### src/rau_pkg.sv
// Package for the rational arithmetic unit: widths, codes, queue entry type.
// Used by the front, queue, back and top modules and the testbench; no dependencies.
`default_nettype none
package rau_pkg;

  // Operand width taken from each input field
  localparam int OPW     = 32;
  localparam int FIELD_W = 32;
  localparam int RW      = 64;
  localparam int CNT_W   = $clog2(RW);

  typedef enum logic [1:0] {
    ACT_ADD = 2'd0,
    ACT_SUB = 2'd1,
    ACT_MUL = 2'd2,
    ACT_DIV = 2'd3
  } action_t;

  typedef enum logic [1:0] {
    ST_OK       = 2'd0,
    ST_ZERO_DEN = 2'd1,
    ST_DIV_ZERO = 2'd2,
    ST_RSVD     = 2'd3
  } status_t;

  // One classified item between front and back
  typedef struct packed {
    action_t          act;
    status_t          st;
    logic             a_neg;
    logic [OPW-1:0]   a_n;
    logic [OPW-1:0]   a_d;
    logic             b_neg;
    logic [OPW-1:0]   b_n;
    logic [OPW-1:0]   b_d;
  } entry_t;

  // Magnitude of the low OPW bits, sign-extended
  function automatic logic [OPW-1:0] mag_f(input logic [FIELD_W-1:0] raw);
    logic [OPW-1:0] v;
    v = raw[OPW-1:0];
    return v[OPW-1] ? (~v + {{(OPW-1){1'b0}}, 1'b1}) : v;
  endfunction

endpackage
`default_nettype wire

### src/rau_queue.sv
// Two-entry queue between front and back end.
// Depends on rau_pkg for the entry type.
`default_nettype none
module rau_queue (
  input  wire logic            clk,
  input  wire logic            rst_n,
  input  wire logic            wr_valid,
  output logic                 wr_ready,
  input  wire rau_pkg::entry_t wr_entry,
  output logic                 rd_valid,
  input  wire logic            rd_pop,
  output rau_pkg::entry_t      rd_entry
);
  import rau_pkg::*;

  entry_t     mem_r [2];
  logic       wp_r, rp_r;
  logic [1:0] cnt_r;
  logic       push, pop;

  assign wr_ready = cnt_r != 2'd2;
  assign rd_valid = cnt_r != 2'd0;
  assign rd_entry = mem_r[rp_r];
  assign push     = wr_valid && wr_ready;
  assign pop      = rd_pop && rd_valid;

  always_ff @(posedge clk) begin
    if (!rst_n) begin
      wp_r  <= 1'b0;
      rp_r  <= 1'b0;
      cnt_r <= 2'd0;
    end else begin
      if (push) wp_r <= ~wp_r;
      if (pop)  rp_r <= ~rp_r;
      cnt_r <= cnt_r + {1'b0, push} - {1'b0, pop};
    end
  end

  always_ff @(posedge clk) begin
    if (push) begin
      mem_r[wp_r] <= wr_entry;
    end
  end

endmodule
`default_nettype wire

### config.mk
export PLATFORM = sky130hd
export DESIGN_NAME = rau_queue
export DESIGN_NICKNAME = d
export VERILOG_FILES = /design/src/rau_pkg.sv /design/src/rau_queue.sv
export SDC_FILE = /design/constraint.sdc
export NUM_CORES = 1
export LEC_CHECK = 0
export BUFFER_PORTS_ARGS = -buffer_cell sky130_fd_sc_hd__buf_2
export CORE_ASPECT_RATIO = 0.6
export CORE_MARGIN = 2
export CORE_UTILIZATION = 52
export CTS_BUF_LIST = sky130_fd_sc_hd__clkbuf_16
export CTS_CLUSTER_SIZE = 30
export DETAILED_ROUTE_END_ITERATION = 10
export PLACE_DENSITY_LB_ADDON = 0.25
export REMOVE_ABC_BUFFERS = 1
export SETUP_SLACK_MARGIN = 0.1
export SYNTH_ARGS = -nofsm -noshare
export SYNTH_HDL_FRONTEND = slang
export SYNTH_SLANG_ARGS = --single-unit
### constraint.sdc
create_clock -name clk -period 9.6 [get_ports clk]
set_clock_uncertainty 0.2 [all_clocks]
set_input_delay 1.92 -clock clk [delete_from_list [all_inputs] [get_ports clk]]
set_output_delay 1.92 -clock clk [all_outputs]
set_load 0.03 [all_outputs]
==> impl_summary.log <==
INFO  metric start_util = 0.5315
INFO  metric clock_power_share = 0.262
INFO  metric timing_hold_violations_final = 0
INFO  metric final_cell_count_no_fill = between 1,000 and 1,500
INFO  metric power.combinational.fraction = 0.295
INFO  metric grtUsageMet3 = 0.06360
INFO  metric wire_length_of_the_first_global_routing_pass = around 29 mm
INFO  metric power_density = about 280 nW/µm²
INFO  metric total_of_warnings_raised_by_yosys = 0
INFO  metric pin_count_of_the_biggest_net_entering_global_routing = 70
INFO  metric power.share.sequential = 0.443
INFO  metric critical_path.top_delay_family = buffers and inverters
INFO  metric die_x = approximately 180 µm
INFO  metric final.min_clock_period = approximately 5500 ps
INFO  metric slew_headroom = 0.3345
INFO  metric yosysMostFrequentCell = edfxtp_1
INFO  metric dpl.hpwl = about 13 mm
INFO  metric numCtsBuffers = 25
INFO  metric initialDrtViolationCount = 295
INFO  metric grt.busiest_layer = met2
INFO  metric totalWireLength = around 19 mm
INFO  metric min_period_over_period = 0.5680
INFO  metric syn_area_per_cell = 23.00 µm²
INFO  metric worst_setup_slack_after_layout = 4147 ps
INFO  metric cp_max_fo = 60
INFO  metric ys_dominant_reg_cell = edfxtp_1
INFO  metric cp_slowest_cell = buf_4
INFO  metric whs_path_depth = 2
INFO  metric gp_congestion = 0.7770
INFO  metric cap_violations = 0
INFO  metric pre_cts_ws = between 4000 and 5000 ps
INFO  metric floorplan.io_pins = ~270
INFO  metric cp_num_buf_inv = 3
INFO  metric timing.fmax = approximately 0.18 GHz
INFO  metric synth_cells = around 440
INFO  metric path_depth = 4
INFO  metric met2_track_usage_gr = 0.2958
INFO  metric synth_top_area_share = 0.7936
INFO  metric holdCritStartpoint = wp_r
INFO  metric routed_wire_length_per_instance = around 19 µm
INFO  metric cts_num_sinks = roughly 270
INFO  metric clock_tree.root_cell = clkbuf_16
INFO  metric vdd_ir_drop_max = 0.0002232 V
INFO  metric max_slew.worst_pin.slew = 996.0 ps
INFO  metric netlist_area = 10,140 µm²
INFO  metric unrepaired_setup_endpoints_after_global_routing = false
INFO  metric critical_path_required = 7480 ps
INFO  metric crit_type = flop to output pin
INFO  metric total_leakage_power = around 4.8 nW
INFO  metric r2r_cells = 5
INFO  metric netSwitchingPower = 1.115 mW
INFO  metric worst_skew_pair.late_latency = about 500 ps
INFO  metric post_synth_main_area_contributors = edfxtp_1 79%, mux2_4 8.9%, mux2_2 8.2%, dfxtp_1 0.99%, buf_6 0.89%
INFO  metric globalRouteTotalUtil = 0.1823
INFO  metric startpoint_type = flop
INFO  metric switching_share = 0.3168
INFO  metric cell_seen_most_often_among_critical_path_stages = buf_4
INFO  metric seq_area_frac_synth = 0.8035
INFO  metric setup_viol_count_final = 0
INFO  metric synthArstFlopShare = 0
INFO  metric crit_path_max_incr_delay = 800 ps
INFO  metric fin_tns_setup = 0 ps
INFO  metric drt_pre_antenna_iters = 4
INFO  metric outcome = complete, no violations
INFO  metric cts_repair_resize_count = 0
INFO  metric cts_hold_buf = 0
INFO  metric floorplan.rows = 39
INFO  metric cts.repair_timing.setup_buffer_count = 0
INFO  metric final.fill_count = 1,308
INFO  metric die_area = 20,670 µm²
INFO  metric grt_remaining_overflow = 0
INFO  metric crit-reg2reg-launch = cnt_r[0]
INFO  metric internal_power = ~2.4 mW
INFO  metric ys_ff_latch = 273
INFO  metric via_count_of_the_first_global_routing_pass = ~5,300
INFO  metric portBuffers = roughly 270
INFO  metric fp.dieH = 112.2 µm
INFO  metric ant_nets = 0
INFO  metric dpl_cell_area = around 12,000 µm²
INFO  metric cts.htree.levels = 1
INFO  metric via_count = between 5,000 and 6,000
INFO  metric core-area = 19,080 µm²
INFO  metric netlist.top_cell.by_area = edfxtp_1
INFO  metric crit_path_end_kind = output pin
INFO  metric min_path_type = flop to flop
INFO  metric total_non_filler_cell_area_in_the_finished_layout = between 10,000 and 15,000 µm²
INFO  metric clk_transition_reported_paths = ~60 ps
INFO  metric synth_cell_types = 18
INFO  metric timing.final.max_slew_violations = 0
INFO  metric worst-endpoint-arrival = approximately 3300 ps
INFO  metric routed_via_density = 4.969
INFO  metric drive_above_1_share = 0.6024
INFO  metric grt_use_met1 = 0.2388
INFO  metric clock_tree.buffer_depth = 3
INFO  metric syn_to_final_growth = 23.58%
INFO  metric nNetsFinal = approximately 870
INFO  metric tritoncts = done
INFO  metric grt_antenna_before_repair = 4
INFO  metric drt_drc_violations_left = 0
INFO  metric synth_edf_count = approximately 270
INFO  metric cp_cell_sequence = buf_4, buf_4, mux2_2, buf_2
INFO  metric commonest_cells_post_synth = 268 x edfxtp_1, 74 x mux2_2, 60 x mux2_4
INFO  metric place_inst = 970
## layout make-up
cell class / instances / area (µm²) / share of cell area
sequential: 273 / 8152 / 0.6505
antenna: 1 / 2.502 / 0.0001997
clock buffer: 25 / 625.6 / 0.04992
tap: 266 / 332.8 / 0.02656
clock inverter: 18 / 135.1 / 0.01078
multi-input combinational: 152 / 1877 / 0.1498
inverter: 1 / 3.754 / 0.0002995
timing repair buffer: 278 / 1404 / 0.1120
## cells by family after synthesis
group | count (synthesis) | share of synthesized area
AOI/OAI and AO/OA | 1 | 0.0007406
xor gates and xnor gates | 3 | 0.002591
adders and majority gates | 2 | 0.002467
buffers and inverters | 16 | 0.01271
DFF | 273 | 0.8035
muxes | 135 | 0.1720
and+or+nand+nor | 11 | 0.006046
## path summary, 6_finish.rpt
kind / endpoint / slack, ps
max: rd_entry[45] / 4150
min: wp_r / 350
max reg2reg: mem_r[0][0] / 6120
min reg2reg: wp_r / 350
## sequential cells by signal (all words and copies together) (netlist names), named ones only
name and count:
rp_r 1, mem_r 268, wp_r 1, cnt_r 2
## per-stage QoR
step | total power [mW] | hold WS [ps] | utilization
CTS | 3.562 | 359.8 | 0.6567
finish | 3.521 | 351.3 | 0.6568
detailed placement | 2.636 | 349.3 | 0.6168
floorplan | 2.412 | 254.9 | -
global placement | 2.610 | 310.8 | 0.6168
global route | 3.668 | 405.0 | 0.6567
## worst reg2reg max path: cells and delay by family (launching register included)
kind / cells / cell delay (ps)
flops: 1 / 370
buf+inv: 2 / 1410
simple gates: 3 / 1090
## layout by cell type, fill, tap and decap left out
master	instances
and2_1	2
and3_4	1
clkbuf_16	25
nor2b_1	2
clkinv_4	1
clkinv_1	3
clkinvlp_4	1
mux2_2	74
o21a_1	1
buf_2	273
or2_2	1
nand2b_1	2
xnor2_1	3
inv_1	7
nand2_1	2
dfxtp_1	4
nor2_4	1
mux2_4	60
clkinv_2	5
buf_4	5
edfxtp_1	268
bufinv_16	2
diode_2	1
mux2i_1	1
dfxtp_4	1
ha_1	2
## layer usage
metal / vias up / part of all wire / routed length, µm
li1: 2332 / - / -
met1: 2461 / 0.42 / 8129
met2: 207 / 0.46 / 8916
met3: 35 / 0.093 / 1789
met4: 4 / 0.024 / 455
met5: - / 0.0011 / 21
## power by group through the flow
| stage | Clock, mW | Sequential (mW) | Combinational, mW |
|---|---|---|---|
| finish | 0.923 | 1.56 | 1.04 |
| global route | 0.995 | 1.57 | 1.10 |
| CTS | 0.948 | 1.56 | 1.05 |
| detailed placement | 0 | 1.59 | 1.05 |
| global placement | 0 | 1.58 | 1.03 |
| floorplan | 0 | 1.64 | 0.772 |
No activity file was read; power rests on OpenSTA's default activity.
