**src/rau_pkg.sv**
```systemverilog
// Package for the rational arithmetic unit: widths, codes, queue entry type.
// Used by the front, queue, back and top modules and the testbench; no dependencies.
`default_nettype none
package rau_pkg;

  // Operand width taken from each input field
  localparam int OPW     = 32;
  localparam int FIELD_W = 32;
  localparam int RW      = 64;
  localparam int CNT_W   = $clog2(RW);

  typedef enum logic [1:0] {
    ACT_ADD = 2'd0,
    ACT_SUB = 2'd1,
    ACT_MUL = 2'd2,
    ACT_DIV = 2'd3
  } action_t;

  typedef enum logic [1:0] {
    ST_OK       = 2'd0,
    ST_ZERO_DEN = 2'd1,
    ST_DIV_ZERO = 2'd2,
    ST_RSVD     = 2'd3
  } status_t;

  // One classified item between front and back
  typedef struct packed {
    action_t          act;
    status_t          st;
    logic             a_neg;
    logic [OPW-1:0]   a_n;
    logic [OPW-1:0]   a_d;
    logic             b_neg;
    logic [OPW-1:0]   b_n;
    logic [OPW-1:0]   b_d;
  } entry_t;

  // Magnitude of the low OPW bits, sign-extended
  function automatic logic [OPW-1:0] mag_f(input logic [FIELD_W-1:0] raw);
    logic [OPW-1:0] v;
    v = raw[OPW-1:0];
    return v[OPW-1] ? (~v + {{(OPW-1){1'b0}}, 1'b1}) : v;
  endfunction

endpackage
`default_nettype wire

```
**src/rau_front.sv**
```systemverilog
// Front end: accepts input beats, takes operand magnitudes and signs,
// classifies error cases. Depends on rau_pkg.
`default_nettype none
module rau_front (
  input  wire logic                          clk,
  input  wire logic                          rst_n,
  input  wire logic                          in_tvalid,
  output logic                               in_tready,
  input  wire logic [4*rau_pkg::FIELD_W-1:0] in_tdata,
  input  wire logic [1:0]                    in_tuser,
  output logic                               push_valid,
  input  wire logic                          push_ready,
  output rau_pkg::entry_t                    push_entry
);
  import rau_pkg::*;

  logic   fr_valid_r;
  entry_t fr_entry_r;
  entry_t ent_nxt;
  logic [FIELD_W-1:0] an_raw, ad_raw, bn_raw, bd_raw;

  assign an_raw = in_tdata[FIELD_W-1:0];
  assign ad_raw = in_tdata[2*FIELD_W-1:FIELD_W];
  assign bn_raw = in_tdata[3*FIELD_W-1:2*FIELD_W];
  assign bd_raw = in_tdata[4*FIELD_W-1:3*FIELD_W];

  // classify the incoming beat
  always_comb begin
    ent_nxt.act   = action_t'(in_tuser);
    ent_nxt.a_n   = mag_f(an_raw);
    ent_nxt.a_d   = mag_f(ad_raw);
    ent_nxt.b_n   = mag_f(bn_raw);
    ent_nxt.b_d   = mag_f(bd_raw);
    ent_nxt.a_neg = an_raw[OPW-1] ^ ad_raw[OPW-1];
    ent_nxt.b_neg = bn_raw[OPW-1] ^ bd_raw[OPW-1];
    if (ent_nxt.a_d == '0 || ent_nxt.b_d == '0) begin
      ent_nxt.st = ST_ZERO_DEN;
    end else if (ent_nxt.act == ACT_DIV && ent_nxt.b_n == '0) begin
      ent_nxt.st = ST_DIV_ZERO;
    end else begin
      ent_nxt.st = ST_OK;
    end
  end

  assign in_tready  = !fr_valid_r || push_ready;
  assign push_valid = fr_valid_r;
  assign push_entry = fr_entry_r;

  always_ff @(posedge clk) begin
    if (!rst_n) begin
      fr_valid_r <= 1'b0;
    end else if (in_tvalid && in_tready) begin
      fr_valid_r <= 1'b1;
    end else if (push_ready) begin
      fr_valid_r <= 1'b0;
    end
  end

  always_ff @(posedge clk) begin
    if (in_tvalid && in_tready) begin
      fr_entry_r <= ent_nxt;
    end
  end

endmodule
`default_nettype wire

```
**config.mk**
```make
export PLATFORM = sky130hd
export DESIGN_NAME = rau_front
export DESIGN_NICKNAME = d
export VERILOG_FILES = /design/src/rau_pkg.sv /design/src/rau_front.sv
export SDC_FILE = /design/constraint.sdc
export NUM_CORES = 1
export LEC_CHECK = 0
export BUFFER_PORTS_ARGS = -buffer_cell sky130_fd_sc_hd__buf_2
export CAP_MARGIN = 0
export CORE_ASPECT_RATIO = 0.9
export CORE_MARGIN = 5
export CORE_UTILIZATION = 40
export DETAILED_ROUTE_END_ITERATION = 10
export MAX_ROUTING_LAYER = met4
export PLACE_DENSITY = 0.66
export SYNTH_ARGS = -nofsm -noshare
export SYNTH_HDL_FRONTEND = slang
export SYNTH_SLANG_ARGS = --single-unit
export TNS_END_PERCENT = 50
```
**constraint.sdc**
```tcl
create_clock -name clk -period 5.95 [get_ports clk]
set_input_delay 0.595 -clock clk [delete_from_list [all_inputs] [get_ports clk]]
set_output_delay 0.595 -clock clk [all_outputs]
set_load 0.01 [all_outputs]
```
==> results of run 1 <==
[critical path, delay by kind of cell]
kind,cells,cell delay [ns]
XOR/XNOR,1,0.14
adder cells (fa/ha/maj),1,0.29
AND/OR/NAND/NOR,5,1.78
AO/OA/AOI/OAI,2,0.71
buffers and inverters,2,0.21
[logic make-up after synthesis]
family / count (synthesis) / share of synthesized area, %
xor+xnor: 120 / 13.8
fa+ha+maj: 4 / 0.657
buf+inv: 51 / 2.78
mux: 7 / 0.985
compound gates: 123 / 12.1
simple gates: 222 / 16.6
flops: 135 / 53.1
[metal layers]
layer / vias to the layer above / routed length [um]
met5: - / 0
met4: 0 / 252
met3: 22 / 1700
met2: 239 / 9740
met1: 2958 / 9490
li1: 3051 / -
[how the worst min path moves through the flow]
stage                            start                        end  slack (ns)  depth (start not counted)
5_1_grt                    in_tuser[1]  push_entry[133]$_DFFE_PP_        0.36                          1
3_5_place_dp   push_valid$_SDFFE_PN0P_    push_valid$_SDFFE_PN0P_        0.56                          2
4_1_cts                    in_tuser[0]  push_entry[132]$_DFFE_PP_        0.35                          1
6_report                   in_tuser[0]  push_entry[132]$_DFFE_PP_        0.38                          1
3_3_place_gp   push_valid$_SDFFE_PN0P_    push_valid$_SDFFE_PN0P_        0.52                          2
2_1_floorplan  push_valid$_SDFFE_PN0P_    push_valid$_SDFFE_PN0P_        0.61                          2
[synth_stat cells (6+ instances only)]
library cell    n  area [um^2]
nor4_1         22          138
nand2b_1        9         56.3
o31ai_1        32          240
or4_1          15          113
xnor2_1       111          972
nor3_1         20          100
or3_1          18          113
nand2_1        49          184
nor2_1         26         97.6
clkbuf_1       31          116
o41ai_1        23          201
nand4_1         7         43.8
inv_1          10         37.5
xor2_1          9         78.8
edfxtp_1      134         4020
o21ai_0        29          145
nand3_1        14         70.1
nor4b_1         6         52.6
or2_2           6         37.5
[state kept, by name, summed over array words and instances (netlist names)]
signal and cells:
push_entry 134, push_valid 1
[cell usage in the layout, fill, tap and decap left out, types with 10 or more instances in the layout]
cell type  count
or4_1         15
nor4_1        22
o21ai_0       29
inv_1         10
nor2_1        26
edfxtp_1     134
xnor2_1      111
nand2_1       49
nand3_1       14
or3_1         18
o41ai_1       23
buf_2        269
nor3_1        20
o31ai_1       32
clkbuf_16     17
[power by group]
part           total, mW  switching (mW)  internal (mW)
Combinational      0.416           0.248          0.168
Sequential          1.16          0.0189           1.15
Clock               1.12           0.408          0.712
[cell type report]
class / instances / area share (%)
antenna: 2 / 0.0514
clock buffer: 20 / 4.58
clock inverter: 12 / 1.82
inverter: 10 / 0.385
multi-input combinational: 476 / 34.5
sequential: 135 / 41.5
tap: 245 / 3.15
timing repair buffer: 271 / 14.0
==> results.json, run 1 <==
{
  "grt_overflow_total": 0,
  "final_cell_area_um2": 9750,
  "hold-worst-slack_ns": 0.379,
  "regArea_um2": 4040,
  "coreArea_um2": 18600,
  "use_met3_pct": 4.90,
  "crit_slowest_cell": "nor4b_1",
  "async_flop_share_pct": 0,
  "hpwl_um": 16000,
  "outcome": "finished, final reports clean",
  "setup_slack_ns": 2.39,
  "clock_latency_ns": 0.41,
  "yosys.cell_types.count": 64,
  "grt_pass1_wl_um": 32700,
  "startpoint": "in_tdata[97]",
  "cts_tree": "built",
  "die-area_um2": 21900,
  "setup_violations": 0,
  "syn_to_final_growth_pct": 27.9,
  "grtUsageMet2_pct": 28.5,
  "layout.cells.non_filler": 1171,
  "finalPower_mw": 2.70,
  "slew_headroom_pct": 44.6,
  "arrival_ns": 3.72,
  "io_buffers": 269,
  "cp-endpoint": "push_entry[131]$_SDFFCE_PP0P_",
  "busiest_layer": "met2",
  "drc": 0,
  "track_usage_pct": 19.3,
  "path_max_fanout": 11,
  "ys.flop_type": "edfxtp_1",
  "ys.warnings.count": 0,
  "timing_hold_violations_final": 0,
  "place_inst": 1137,
  "synth_seq_area_share_pct": 53.1,
  "cts.sinks": 135,
  "grt_pass1_vias": 6110,
  "period_needed_ns": 3.56,
  "final_nets": 1049,
  "post_cts.repair.setup_buffers": 0,
  "drtIter0Drc": 419,
  "peakVddDrop_mv": 0.209,
  "r2r_slack_ns": 3.93,
  "drive_above_1_share_pct": 34.8,
  "hold_buffers": 0,
  "avgSynthCellArea_um2": 11.5,
  "rows": 47,
  "use_met1_pct": 26.7,
  "clock_skew_ns": 0.00627,
  "setup_tns_ns": 0,
  "finalCritPeriodShare_pct": 59.8,
  "maxCapViolations": 0,
  "r2r-start": "push_valid$_SDFFE_PN0P_",
  "htreeDepth": 4,
  "synth_edf_count": 134,
  "avgViaCountPerCell": 5.35,
  "antenna_found_initial": 2,
  "dp_slack_ns": 1.97,
  "synth_cells": 662,
  "initial_core_util_pct": 41.0,
  "cp_cell_sequence": "buf_2, inv_1, ha_1, nor4b_1, nand4_1, o41ai_1, xnor2_1, nor4_1, and3_1, a22o_2, nor4bb_2",
  "synth_nets": 800,
  "reg2reg_depth": 3,
  "first_pass_iters": 5,
  "numCtsBuffers": 17,
  "rsz0062_at_grt": "no",
  "gp_congestion": 0.837,
  "p_leak_nw": 3.58,
  "cts-root-buf": "clkbuf_16",
  "syn-cell-area_um2": 7620,
  "final_util_pct": 52.4,
  "fmax_ghz": 0.281,
  "critPathLaunchType": "input pin",
  "clk_path_buf_depth": 2,
  "drt_wl_total_um": 21200,
  "multiInputGateArea_um2": 3370,
  "grt_max_degree": 57,
  "placed_cell_area_um2": 9120,
  "min_path_type": "in -> reg",
  "cpPeakStageDelay_ns": 0.58,
  "antenna_left": 0,
  "ys_seq_elements": 135,
  "end_kind": "register",
  "n_fill_cell": 1718,
  "pin_count": 270,
  "die-width_um": 155,
  "final_max_slew_viol_count": 0,
  "cts_resized": 0,
  "critical_path_class": "in -> reg",
  "wl_per_cell_um": 18.1,
  "tightestPinTransition_ns": 0.832,
  "vias": 6270,
  "reg2reg_to": "push_entry[81]$_DFFE_PP_",
  "power_density_nw_per_um2": 277,
  "die_y_um": 141,
  "worstPathRequired_ns": 6.11,
  "clk_pin_slew_ns": 0.06
}
No activity file was read; power rests on OpenSTA's default activity.
==> run 2: changes to the inputs <==
Settings changed: PLACE_DENSITY 0.66 to 0.69.
Clock period 5.95 ns to 2.86 ns, I/O delays scaled along.
==> run 2 against run 1 <==
  * Count of clock-buffer cells in the layout shrank 3
  * Global-route usage is essentially flat
  * Hold slack lost 0.32 ns
  * Via count grew 6.9%
  * Wire length shrank 0.71%
  * Combinational power grew 140%
  * Final cell count grew 11%
  * Core utilization grew 5.1 points
  * Critical endpoint unchanged
  * Largest cell class unchanged
  * Largest power group unchanged
==> results.json, run 2 (same netlist as run 1, synthesis figures left out) <==
{
  "outcome": "finished, final reports clean",
  "rsz0062_at_grt": "no",
  "cpPeakStageDelay_ns": 0.57,
  "rows": 47,
  "cts_tree": "built",
  "cts_resized": 0,
  "pin_count": 270,
  "period_needed_ns": 2.65,
  "p_leak_nw": 4.17,
  "antenna_found_initial": 0,
  "n_fill_cell": 1635,
  "finalPower_mw": 5.64,
  "path_max_fanout": 7,
  "clock_latency_ns": 0.42,
  "drive_above_1_share_pct": 42.9,
  "drc": 0,
  "vias": 6702,
  "use_met1_pct": 24.4,
  "power_density_nw_per_um2": 528,
  "final_cell_mix": "buf_2 (269), edfxtp_1 (134), buf_4 (126)",
  "drt_wl_total_um": 21000,
  "die_y_um": 141,
  "track_usage_pct": 19.3,
  "hpwl_um": 16500,
  "initial_core_util_pct": 41.0,
  "avgViaCountPerCell": 5.18,
  "coreArea_um2": 18600,
  "htreeDepth": 4,
  "cts-root-buf": "clkbuf_16",
  "gp_congestion": 0.868,
  "multiInputGateArea_um2": 3370,
  "clk_path_buf_depth": 2,
  "drtIter0Drc": 386,
  "critical_path_class": "in -> reg",
  "maxCapViolations": 0,
  "regArea_um2": 4040,
  "grt_overflow_total": 0,
  "final_nets": 1175,
  "tightestPinTransition_ns": 0.615,
  "end_kind": "register",
  "wl_per_cell_um": 16.2,
  "numCtsBuffers": 17,
  "cp_cell_sequence": "buf_2, or4_1, or3_4, o41ai_4, xnor2_1, or4_1, nor4_2, a22o_2, nor4bb_2",
  "timing_hold_violations_final": 0,
  "hold-worst-slack_ns": 0.0571,
  "critPathTopFamily": "simple AND/OR/NAND/NOR gates",
  "min_path_type": "in -> reg",
  "antenna_left": 0,
  "final_max_slew_viol_count": 0,
  "first_pass_iters": 5,
  "syn_to_final_growth_pct": 40.3,
  "grt_pass1_vias": 6549,
  "peakVddDrop_mv": 0.353,
  "hold_buffers": 0,
  "largest_reg_flops": 134,
  "fmax_ghz": 0.377,
  "setup_violations": 0,
  "finalCritPeriodShare_pct": 92.8,
  "io_buffers": 269,
  "crit_slowest_cell": "or4_1",
  "cpMostUsedCell": "or4_1",
  "busiest_layer": "met2",
  "use_met3_pct": 3.98,
  "die-area_um2": 21900,
  "arrival_ns": 2.82,
  "slew_headroom_pct": 59.0,
  "die-width_um": 155,
  "grtUsageMet2_pct": 31.3,
  "post_cts.repair.setup_buffers": 0,
  "grt_pass1_wl_um": 33100,
  "worst-path-buf-inv": 1,
  "worstPathRequired_ns": 3.03,
  "n_antenna_cell": 0,
  "critPathLaunchType": "input pin",
  "clk_pin_slew_ns": 0.06,
  "final_common_cell": "buf_2",
  "clock_skew_ns": 0.00871,
  "grt_max_degree": 58,
  "cts.sinks": 135
}
-- run 2: cell count changes in the layout (fill, tap and decap cells not counted), sizes merged --
| cell | delta |
|---|---|
| buf | +126 |
| inv | +6 |
| bufinv | -2 |
| diode | -2 |
| clkbuf | -3 |
| clkinv | -1 |
-- run 2: area by class of cell --
type                            count  share of cell area, %
Clock inverter                     15                   1.58
Sequential cell                   135                   37.8
Inverter                           10                  0.351
Multi-Input combinational cell    476                   31.6
Timing Repair Buffer              397                   21.8
Tap cell                          245                   2.87
Clock buffer                       17                   3.98
-- run 2: worst reg2reg max path, cell delays in order, from the launching register on --
cell	delay [ns]
dfxtp_1	0.30
nand2b_1	0.10
and2_4	0.49
buf_12	0.36
-- run 2: final timing paths --
path                           startpoint                             to  slack (ns)  depth (start not counted)
setup / recovery             in_tdata[38]  push_entry[131]$_SDFFCE_PP0P_        0.21                          9
hold / removal                in_tuser[0]      push_entry[132]$_DFFE_PP_        0.06                          1
setup reg to reg  push_valid$_SDFFE_PN0P_       push_entry[48]$_DFFE_PP_        1.24                          3
hold reg to reg   push_valid$_SDFFE_PN0P_        push_valid$_SDFFE_PN0P_        0.54                          2
-- run 2: routing by layer --
metal,vias to the layer above,wire [um]
met3,29,1270
li1,3306,-
met1,3158,9110
met4,0,398
met5,-,0
met2,209,10300
-- run 2: through the flow --
stage	worst slack, ns	std cells	setup TNS [ns]	utilization [%]	area (um^2)
detailed placement	-0.319	1263	-0.471	54.3	10100
floorplan	-0.0773	662	-0.0773	-	7620
global placement	-0.189	1263	-0.217	54.3	10100
finish	0.206	1295	0	57.5	10700
global route	0.0341	1295	0	57.5	10700
CTS	0.139	1295	0	57.5	10700
-- run 2: report_power, final --
group	internal [mW]	leakage (nW)	switching, mW
registers	2.38	1.31	0.0358
clock network	1.31	0.278	0.927
logic	0.455	2.59	0.536
